### src/fcvw_pkg.sv
// Shared constants, command and status types for the valid-window FIR correlator.
package fcvw_pkg;

  localparam int MAX_TAPS    = 256;
  localparam int SAMPLE_BITS = 16;
  localparam int PTR_W       = $clog2(MAX_TAPS);
  localparam int CNT_W       = PTR_W + 1;
  localparam int MODE_W      = 2;
  localparam int INDEX_W     = 8;
  localparam int TAPCFG_W    = 9;
  localparam int PROD_W      = 2 * SAMPLE_BITS;
  localparam int SUM_W       = 40;
  localparam int QUEUE_DEPTH = 2;
  localparam int QPTR_W      = $clog2(QUEUE_DEPTH);
  localparam int QCNT_W      = QPTR_W + 1;

  localparam logic [MODE_W-1:0] MODE_LOAD    = 2'd0;
  localparam logic [MODE_W-1:0] MODE_PUSH    = 2'd1;
  localparam logic [MODE_W-1:0] MODE_RESTART = 2'd2;

  typedef enum logic [1:0] {
    CMD_LOAD,
    CMD_PUSH,
    CMD_RESTART
  } cmd_op_t;

  typedef struct packed {
    cmd_op_t                op;
    logic [INDEX_W-1:0]     tap_index;
    logic [SAMPLE_BITS-1:0] value;
  } cmd_t;

  typedef enum logic [1:0] {
    BK_IDLE,
    BK_RUN,
    BK_DRAIN
  } bk_state_t;

  typedef struct packed {
    logic             busy;
    logic [CNT_W-1:0] fill;
  } bk_status_t;

  typedef struct packed {
    logic              full;
    logic              empty;
    logic [QCNT_W-1:0] count;
  } q_status_t;

  // Zero taps behaves as one, anything above the store depth as the full depth.
  function automatic logic [CNT_W-1:0] taps_in_use(input logic [TAPCFG_W-1:0] cfg);
    logic [CNT_W-1:0] t;
    if (cfg == '0) begin
      t = CNT_W'(1);
    end else if (int'(cfg) > MAX_TAPS) begin
      t = CNT_W'(MAX_TAPS);
    end else begin
      t = CNT_W'(cfg);
    end
    return t;
  endfunction

endpackage

### src/fcvw_queue.sv
// Short command queue between the front and the multiply-accumulate engine.
module fcvw_queue import fcvw_pkg::*; (
  input  logic      clk,
  input  logic      rst,
  input  logic      push,
  input  cmd_t      din,
  input  logic      pop,
  output cmd_t      dout,
  output q_status_t stat
);

  cmd_t              entry [QUEUE_DEPTH];
  logic [QPTR_W-1:0] head;
  logic [QPTR_W-1:0] tail;
  logic [QCNT_W-1:0] count;
  logic              do_push;
  logic              do_pop;

  assign stat.full  = count == QCNT_W'(QUEUE_DEPTH);
  assign stat.empty = count == '0;
  assign stat.count = count;
  assign do_push    = push && !stat.full;
  assign do_pop     = pop && !stat.empty;
  assign dout       = entry[head];

  always_ff @(posedge clk) begin
    if (rst) begin
      head  <= '0;
      tail  <= '0;
      count <= '0;
    end else begin
      if (do_push) begin
        tail <= tail + QPTR_W'(1);
      end
      if (do_pop) begin
        head <= head + QPTR_W'(1);
      end
      case ({do_push, do_pop})
        2'b10:   count <= count + QCNT_W'(1);
        2'b01:   count <= count - QCNT_W'(1);
        default: count <= count;
      endcase
    end
  end

  always_ff @(posedge clk) begin
    if (do_push) begin
      entry[tail] <= din;
    end
  end

endmodule

### config.mk
export PLATFORM = sky130hd
export DESIGN_NAME = fcvw_queue
export DESIGN_NICKNAME = d
export VERILOG_FILES = /design/src/fcvw_pkg.sv /design/src/fcvw_queue.sv
export SDC_FILE = /design/constraint.sdc
export NUM_CORES = 1
export LEC_CHECK = 0
export BUFFER_PORTS_ARGS = -buffer_cell sky130_fd_sc_hd__buf_4
export CAP_MARGIN = 20
export CORE_MARGIN = 2
export CORE_UTILIZATION = 40
export CTS_CLUSTER_DIAMETER = 40
export DETAILED_ROUTE_END_ITERATION = 8
export PLACE_DENSITY = 0.67
export SLEW_MARGIN = 20
export SYNTH_ARGS = -nofsm -noshare
export SYNTH_HDL_FRONTEND = slang
export SYNTH_SLANG_ARGS = --single-unit
### constraint.sdc
create_clock -name clk -period 1.9 [get_ports clk]
set_input_delay 0 -clock clk [delete_from_list [all_inputs] [get_ports clk]]
set_output_delay 0 -clock clk [all_outputs]
set_load 0.01 [all_outputs]
==> flow_summary_export.csv, run 1 <==
group,metric,value,unit
run_status,status,"completed",
logic_synthesis,synth-edff-count,52,
critical_path,r2r_end,"entry[0][19]",
logic_synthesis,yosys_most_used_dff,"edfxtp_1",
pwr,p_per_area,1219,nW/um^2
logic_synthesis,ys_seq_area_share,79.38,%
logic_synthesis,ys_top_cells_by_count,"52 x edfxtp_1, 15 x mux2_2, 11 x mux2_1, 5 x dfxtp_1, 4 x nor2_1",
detailed_routing,antenna_left,0,
critical_path,crit_path_end_kind,"primary output",
detailed_routing,routed-via-count,1247,
grt,antenna_found_initial,0,
sta,setup_tns,0,ns
placement,port-buffer-count,59,
cts,cts_tree,"yes",
logic_synthesis,synthCells,107,
logic_synthesis,async_reset_ff_share,0,%
floorplan,die_area,5828,um^2
pwr,p_leak,1.185,nW
cts,cts.sinks,57,
floorplan,die_w,76.34,um
detailed_routing,drcViolationCount,0,
cts,postCtsHoldBufs,27,
cells_and_area,final_area,3084,um^2
sta,worst_slew_pin_slew,0.4379,ns
sta,fin_crit_sh,86.07,%
sta,final_hold_viol_count,0,
min_path,hp-start,"push",
cts,htreeDepth,3,
sta,rsz0062_at_grt,"false",
critical_path,reg2regPathDepth,5,
critical_path,worstSetupPathType,"reg2out",
grt,grt_max_degree,27,
grt,grt_usage,14.72,%
sta,setup-violations-final,0,
placement,postPlaceCellArea,2660,um^2
pwr,ir_worst_vdd,0.0008116,V
grt,overflow,0,
sta,finalCriticalPeriod,1.635,ns
logic_synthesis,syn_area,2093,um^2
critical_path,path_cells,"buf_12 -> mux2_2 -> buf_4",
sta,slew_violations,0,
logic_synthesis,synth_most_common_cell,"edfxtp_1",
placement,gp_congestion,0.7344,
logic_synthesis,yosys-top-cells-area,"edfxtp_1 75%, mux2_2 8.1%, mux2_1 5.9%",
cts,cts_resized,0,
grt,grt_pass1_vias,1392,
logic_synthesis,synth_top_cell_by_area,"edfxtp_1",
critical_path,start_kind,"register",
critical_path,max_stage_delay,0.59,ns
critical_path,required,1.90,ns
run,maxCapViolCount,0,
pwr,p_total,3.759,mW
cts,post-cts-setup-buffer-count,0,
min_path,hold_end,"tail",
logic_synthesis,synth_cell_types,18,
detailed_routing,drtPass1Iterations,4,
sta,hold-worst-slack,0.09029,ns
grt,grt_pass1_wl,6410,um
sta,fmax,611.5,MHz
sta,max_slew_margin,70.77,%
logic_synthesis,yosysWarnings,0,
detailed_routing,drtIter0Drc,36,
critical_path,rrSetupSlack,0.28,ns
critical_path,rr_startpoint,"count[0]",
floorplan,io-pin-count,60,
cells_and_area,layout-drive-gt1-share,44.02,%
cts,clk_pin_slew_worst_paths,0.06,ns
cells_and_area,antenna_cells,0,
detailed_routing,viasPerCell,4.470,
logic_synthesis,synth_nets,138,
cts,cts_root_buf,"clkbuf_8",
cts,cts_buffers,9,
cts,clock_path_buffers,2,
min_path,holdPathStages,4,
floorplan,core-area,5075,um^2
logic_synthesis,synth.top_cell.area_share,74.60,%
floorplan,dieHeight,76.34,um
critical_path,worst-path-max-fanout,18,
sta,skew,0.002818,ns
floorplan,start_util,41.25,%
critical_path,cp_slowest_cell,"dfxtp_1",
cells_and_area,final_nets,235,
detailed_routing,wl,4039,um
critical_path,crit_arrival,1.64,ns
floorplan,rows,26,
placement,hpwl,2578,um
cts,clk_latency,0.32,ns
min_path,hold_class,"in2reg",
cells_and_area,areaGrowthSynthToFinish,47.34,%
logic_synthesis,synth_seq_cells,57,
logic_synthesis,synth_area_per_cell,19.56,um^2
detailed_routing,post_drt_wl_per_cell,14.48,um
cells by family after synthesis:
kind of cell,Yosys count,synth area share (%)
DFF,57,79.38
muxes,26,13.99
buffers and inverters,6,1.255
and+or+nand+nor,9,2.211
AOI/OAI and AO/OA,5,1.315
adders and majority gates,1,0.5976
xor gates and xnor gates,3,1.255
power by group:
group / internal, mW / leakage (nW) / switching [mW]
combinational: 0.658 / 0.576 / 0.526
sequential: 1.59 / 0.528 / 0.0996
clock: 0.457 / 0.0819 / 0.429
total: 2.71 / 1.19 / 1.05
cell type report:
class | instances | area, um^2
Clock buffer | 11 | 131.4
Multi-Input combinational cell | 44 | 405.4
Clock inverter | 5 | 22.52
Fill cell | 398 | 1991
Tap cell | 70 | 87.58
Inverter | 3 | 15.01
Timing Repair Buffer | 89 | 760.7
Sequential cell | 57 | 1662
stage by stage:
step	instances	setup WS (ns)	utilization, %
floorplan	107	0.1713	-
global placement	236	0.3379	52.42
detailed placement	236	0.2771	52.42
CTS	279	0.2214	60.77
global route	279	0.1666	60.77
finish	279	0.2646	60.77
worst max path at each step:
stage | startpoint | to | slack (ns) | cells after the start
final | register | dout[8] | 0.26 | 3
after global routing | register | dout[23] | 0.17 | 3
after CTS | register | dout[23] | 0.22 | 3
after detailed placement | count[0] | entry[0][16] | 0.28 | 5
after global placement | count[0] | entry[0][16] | 0.34 | 5
after floorplan | count[0] | entry[1][0] | 0.17 | 2
placed cells by master (no fill, tap or decap), drive strengths merged:
cell type    Yosys  routed
edfxtp          52      52
buf              3      62
mux2            26      26
ha               1       1
nand2b           1       1
xnor2            2       2
nand2            1       1
o21a             1       1
xor2             1       1
o21ai            2       2
dlygate4sd3      0      27
clkbuf           0      11
or3              2       2
clkinv           0       5
a21oi            2       2
nor2             4       4
and3             1       1
inv              3       2
clkinvlp         0       1
dfxtp            5       5
registers in the layout, summed over array words and instances, names as in the netlist, named ones only:
signal  flops
entry      52
count       2
head        1
tail        1
layer usage:
layer  up-vias  track usage [%]  wire length, um
li1        602                -                -
met1       593            16.05             1628
met2        42            24.69             2063
met3        10            5.924              255
met4         0            7.636               92
met5         -                0                0
critical path: cells and delay by family, from the launching register on:
family	cells	cell delay, ns
muxes	1	0.36
DFF	1	0.59
buffers and inverters	2	0.37
Note: power is estimated with default switching activity, not from simulation.
==> run 2, diff against run 1 <==
--- a/config.mk
+++ b/config.mk
@@ -8,10 +8,10 @@
 export BUFFER_PORTS_ARGS = -buffer_cell sky130_fd_sc_hd__buf_4
 export CAP_MARGIN = 20
 export CORE_MARGIN = 2
-export CORE_UTILIZATION = 40
+export CORE_UTILIZATION = 25
 export CTS_CLUSTER_DIAMETER = 40
 export DETAILED_ROUTE_END_ITERATION = 8
-export PLACE_DENSITY = 0.67
+export SKIP_LAST_GASP = 1
 export SLEW_MARGIN = 20
 export SYNTH_ARGS = -nofsm -noshare
 export SYNTH_HDL_FRONTEND = slang
==> flow_summary_export.csv, run 2 (synthesis results as in run 1) <==
group,metric,value,unit
floorplan,dieHeight,95.51,um
sta,fin_crit_sh,88.13,%
cells_and_area,final_common_cell,"buf_4",
pwr,p_leak,1.203,nW
grt,grt_pass1_wl,6423,um
critical_path,crit_path_end_kind,"register",
floorplan,io-pin-count,60,
pwr,internal_power,2.832,mW
critical_path,max_stage_delay,0.46,ns
sta,max_slew_margin,83.41,%
floorplan,die_area,9121,um^2
sta,rsz0062_at_grt,"false",
grt,overflow,0,
critical_path,worstSetupPathType,"reg2reg",
critical_path,critPathLaunch,"count[0]",
pwr,p_clk_share,26.5,%
run,maxCapViolCount,0,
pwr,power.net_switching,1.061,mW
sta,worst_slew_pin_slew,0.2485,ns
detailed_routing,drcViolationCount,0,
critical_path,crit_arrival,1.69,ns
critical_path,required,1.92,ns
grt,grt_max_degree,16,
detailed_routing,viasPerCell,3.886,
detailed_routing,post_drt_wl_per_cell,12.82,um
cells_and_area,final_cell_mix,"65 x buf_4, 52 x edfxtp_1, 27 x dlygate4sd3_1",
critical_path,path_delay_family,"simple AND/OR/NAND/NOR gates",
min_path,hold_class,"in2reg",
critical_path,path_cells,"nand2b_2 -> inv_2 -> or3_1 -> clkinvlp_4 -> buf_4",
cells_and_area,final.fill_count,798,
cts,cts_root_buf,"clkbuf_8",
cells_and_area,largest_registers,"entry: 52 flops, count: 2 flops",
detailed_routing,drtPass1Iterations,4,
sta,layout_setup_ws,0.2255,ns
detailed_routing,antenna_left,0,
critical_path,worst-path-max-fanout,14,
min_path,hp-start,"push",
critical_path,rr_startpoint,"count[0]",
cts,htreeDepth,3,
sta,setup_tns,0,ns
sta,finalCriticalPeriod,1.674,ns
cells_and_area,layout-drive-gt1-share,44.81,%
critical_path,start_kind,"register",
sta,fmax,597.2,MHz
sta,slew_violations,0,
sta,setup-violations-final,0,
grt,grt_pass1_vias,1348,
floorplan,start_util,25.60,%
placement,dp_cells,274,
cells_and_area,antenna_cells,0,
cts,cts.sinks,57,
cts,clk_pin_slew_worst_paths,0.06,ns
floorplan,die_w,95.51,um
placement,port-buffer-count,59,
cells_and_area,seq_area,1662,um^2
run_status,status,"completed",
pwr,power.share.combinational,30.8,%
cells_and_area,stdcell_count,317,
pwr,sequentialPowerShare,42.7,%
pwr,p_per_area,1236,nW/um^2
floorplan,rows,33,
cells_and_area,final_nets,238,
cells_and_area,largest_register,"entry",
critical_path,cp_slowest_cell,"dfxtp_1",
cts,cts_resized,0,
floorplan,core-area,8175,um^2
cells_and_area,multi_input_area,405.4,um^2
cells_and_area,areaGrowthSynthToFinish,50.51,%
sta,final_hold_viol_count,0,
cts,cts_buffers,9,
pwr,ir_worst_vdd,0.0008282,V
placement,hpwl,2727,um
critical_path,cp_num_buf_inv,3,
cts,clk_latency,0.32,ns
placement,dp_slack,0.2326,ns
pwr,swShare,27.26,%
cts,cts_tree,"yes",
cells_and_area,largest_reg_flops,52,
grt,antenna_found_initial,0,
detailed_routing,routed-via-count,1232,
detailed_routing,drtIter0Drc,55,
sta,skew,0.002920,ns
detailed_routing,wl,4064,um
cts,clock_path_buffers,2,
grt,grt_usage,9.795,%
placement,gp_congestion,0.6700,
==> run 2: changes by cell type in the layout (fill, tap and decap cells not counted) <==
cell,previous run,this run
bufinv_16,0,1
clkbuf_1,2,3
clkinv_2,3,2
clkinv_1,2,1
buf_12,2,0
buf_4,60,65
==> run 2: power groups by stage <==
stage	registers (mW)	logic [mW]	clock network [mW]
after floorplan	1.68	0.615	0
after global placement	1.68	1.16	0
after detailed placement	1.69	1.17	0
after CTS	1.67	1.23	1.07
after global routing	1.68	1.31	1.12
final	1.66	1.20	1.03
==> run 2: repair_timing <==
action                                 CTS  global route
buffers inserted                         0             0
endpoints found under the hold margin   57             0
hold buffers                            27             0
==> run 2: metal layers <==
layer / track usage (%) / up-vias / share of wire, %
met4: 5.714 / 0 / 1.2
met5: 0 / - / 0
met3: 3.241 / 7 / 6.1
li1: - / 606 / -
met2: 15.49 / 40 / 48
met1: 11.65 / 579 / 45
==> run 2: area by class of cell <==
type | count | share of cell area, %
Sequential cell | 57 | 52.74
Clock inverter | 4 | 1.390
Tap cell | 105 | 4.170
Inverter | 3 | 0.4766
Timing Repair Buffer | 92 | 24.07
Multi-Input combinational cell | 44 | 12.87
Clock buffer | 12 | 4.289
==> run 2: path summary, 6_finish.rpt <==
path,depth (start not counted),slack (ns),to
min reg2reg,2,0.49,tail
max reg2reg,5,0.23,entry[0][14]
max,5,0.23,entry[0][14]
min,4,0.07,tail
==> run 2: metrics by stage <==
| stage | area (um^2) | hold WS (ns) | utilization [%] | total power [mW] |
|---|---|---|---|---|
| 2_1_floorplan | 2097 | 0.06907 | - | 2.294 |
| 3_3_place_gp | 2701 | 0.1869 | 33.04 | 2.844 |
| 3_5_place_dp | 2701 | 0.1875 | 33.04 | 2.861 |
| 4_1_cts | 3151 | 0.04198 | 38.54 | 3.967 |
| 5_1_grt | 3151 | 0.1480 | 38.54 | 4.117 |
| 6_report | 3151 | 0.06669 | 38.54 | 3.893 |
==> run 2: worst register-to-register path: cells and delay by family, from the launching register on <==
| family | cells | cell delay, ns |
|---|---|---|
| AND/OR/NAND/NOR | 2 | 0.56 |
| flip-flops | 1 | 0.46 |
| buffers and inverters | 3 | 0.36 |
==> run 3, diff against run 2 <==
--- a/config.mk
+++ b/config.mk
@@ -8,9 +8,10 @@
 export BUFFER_PORTS_ARGS = -buffer_cell sky130_fd_sc_hd__buf_4
 export CAP_MARGIN = 20
 export CORE_MARGIN = 2
-export CORE_UTILIZATION = 25
+export CORE_UTILIZATION = 45
 export CTS_CLUSTER_DIAMETER = 40
 export DETAILED_ROUTE_END_ITERATION = 8
+export PLACE_DENSITY = 0.73
 export SKIP_LAST_GASP = 1
 export SLEW_MARGIN = 20
 export SYNTH_ARGS = -nofsm -noshare
==> flow_summary_export.csv, run 3 (synthesis results as in run 1) <==
group,metric,value,unit
sta,max_slew_margin,76.41,%
detailed_routing,post_drt_wl_per_cell,14.84,um
cells_and_area,stdcell_count,261,
sta,skew,0.008063,ns
placement,dp_slack,0.2025,ns
sta,worst_slew_pin_slew,0.3539,ns
cells_and_area,areaGrowthSynthToFinish,46.20,%
cells_and_area,layout-drive-gt1-share,43.54,%
critical_path,required,1.92,ns
floorplan,die_w,72.21,um
detailed_routing,wl,3874,um
pwr,p_total,3.732,mW
cells_and_area,largest_reg_flops,52,
grt,grt_pass1_vias,1279,
placement,dp_cells,218,
critical_path,crit_path_end_kind,"register",
critical_path,start_kind,"register",
floorplan,core-area,4414,um^2
sta,fin_crit_sh,89.49,%
placement,port-buffer-count,59,
pwr,p_leak,1.183,nW
cts,clock_path_buffers,2,
grt,overflow,0,
grt,grt_pass1_wl,5968,um
grt,grt_max_degree,27,
detailed_routing,drcViolationCount,0,
cts,clk_latency,0.31,ns
grt,grt_usage,15.92,%
sta,slew_violations,0,
pwr,p_per_area,1219,nW/um^2
placement,hpwl,2455,um
cells_and_area,final_common_cell,"buf_4",
detailed_routing,viasPerCell,4.728,
cells_and_area,largest_registers,"entry: 52 flops, count: 2 flops",
pwr,ir_worst_vdd,0.0008680,V
detailed_routing,drtPass1Iterations,4,
detailed_routing,antenna_left,0,
sta,fmax,588.1,MHz
run_status,status,"completed",
sta,rsz0062_at_grt,"false",
floorplan,io-pin-count,60,
sta,finalCriticalPeriod,1.700,ns
floorplan,rows,24,
placement,gp_congestion,0.6824,
cts,cts_resized,0,
sta,layout_setup_ws,0.1997,ns
sta,setup_tns,0,ns
detailed_routing,routed-via-count,1234,
critical_path,worst-path-max-fanout,21,
cells_and_area,final_nets,235,
critical_path,crit_arrival,1.72,ns
cells_and_area,final_cell_mix,"60 x buf_4, 52 x edfxtp_1, 27 x dlygate4sd3_1",
cts,postCtsHoldBufs,27,
floorplan,dieHeight,72.21,um
detailed_routing,drtIter0Drc,56,
cells_and_area,largest_register,"entry",
cts,clk_pin_slew_worst_paths,0.06,ns
cts,post-cts-setup-buffer-count,0,
cts,cts_buffers,9,
cts,cts.sinks,57,
cells_and_area,antenna_cells,0,
sta,setup-violations-final,0,
cts,cts_tree,"yes",
run,maxCapViolCount,0,
cts,cts_root_buf,"clkbuf_8",
cts,htreeDepth,3,
floorplan,start_util,47.42,%
floorplan,die_area,5214,um^2
critical_path,worstSetupPathType,"reg2reg",
sta,final_hold_viol_count,0,
grt,antenna_found_initial,0,
min_path,hold_class,"in2reg",
## run 3: cell count changes in the layout (fill, tap and decap cells not counted)
cell       delta
clkinv_1      +3
buf_12        +2
clkbuf_1      -2
buf_4         -5
bufinv_16     -1
## run 3: layer usage
layer	vias up	part of all wire (%)	GRT usage, %
met2	36	53	26.30
li1	603	-	-
met5	-	0	0
met3	4	4.8	6.944
met1	591	42	18.52
met4	0	1.1	5.660
## run 3: power breakdown
| part | leakage [nW] | internal (mW) | switching (mW) |
|---|---|---|---|
| clock | 0.0800 | 0.450 | 0.418 |
| sequential | 0.528 | 1.59 | 0.0955 |
| combinational | 0.576 | 0.657 | 0.520 |
| total | 1.18 | 2.70 | 1.03 |
## run 3: stage by stage
stage,hold slack (ns),utilization [%],cell area [um^2]
floorplan,0.06907,-,2097
global placement,0.1865,59.75,2638
detailed placement,0.1879,59.75,2638
CTS,0.06258,69.33,3060
global route,0.06315,69.33,3060
finish,0.07511,69.33,3060
## run 3: layout make-up
| cell class | count | area [um^2] |
|---|---|---|
| Sequential cell | 57 | 1662 |
| Fill cell | 308 | 1354 |
| Timing Repair Buffer | 89 | 760.7 |
| Multi-Input combinational cell | 44 | 405.4 |
| Clock buffer | 10 | 127.6 |
| Tap cell | 52 | 65.06 |
| Clock inverter | 6 | 25.02 |
| Inverter | 3 | 15.01 |
## run 3: final timing paths
check	slack [ns]	start	endpoint	depth (start not counted)
max	0.20	count[0]	entry[0][0]	5
min	0.08	push	tail	4
max reg2reg	0.20	count[0]	entry[0][0]	5
min reg2reg	0.49	tail	tail	2
## run 3: worst max-delay path: stages, from the launching register on
cell        delay, ns
dfxtp_1          0.44
nand2b_2         0.20
inv_2            0.04
or3_1            0.36
clkinvlp_4       0.17
buf_12           0.19
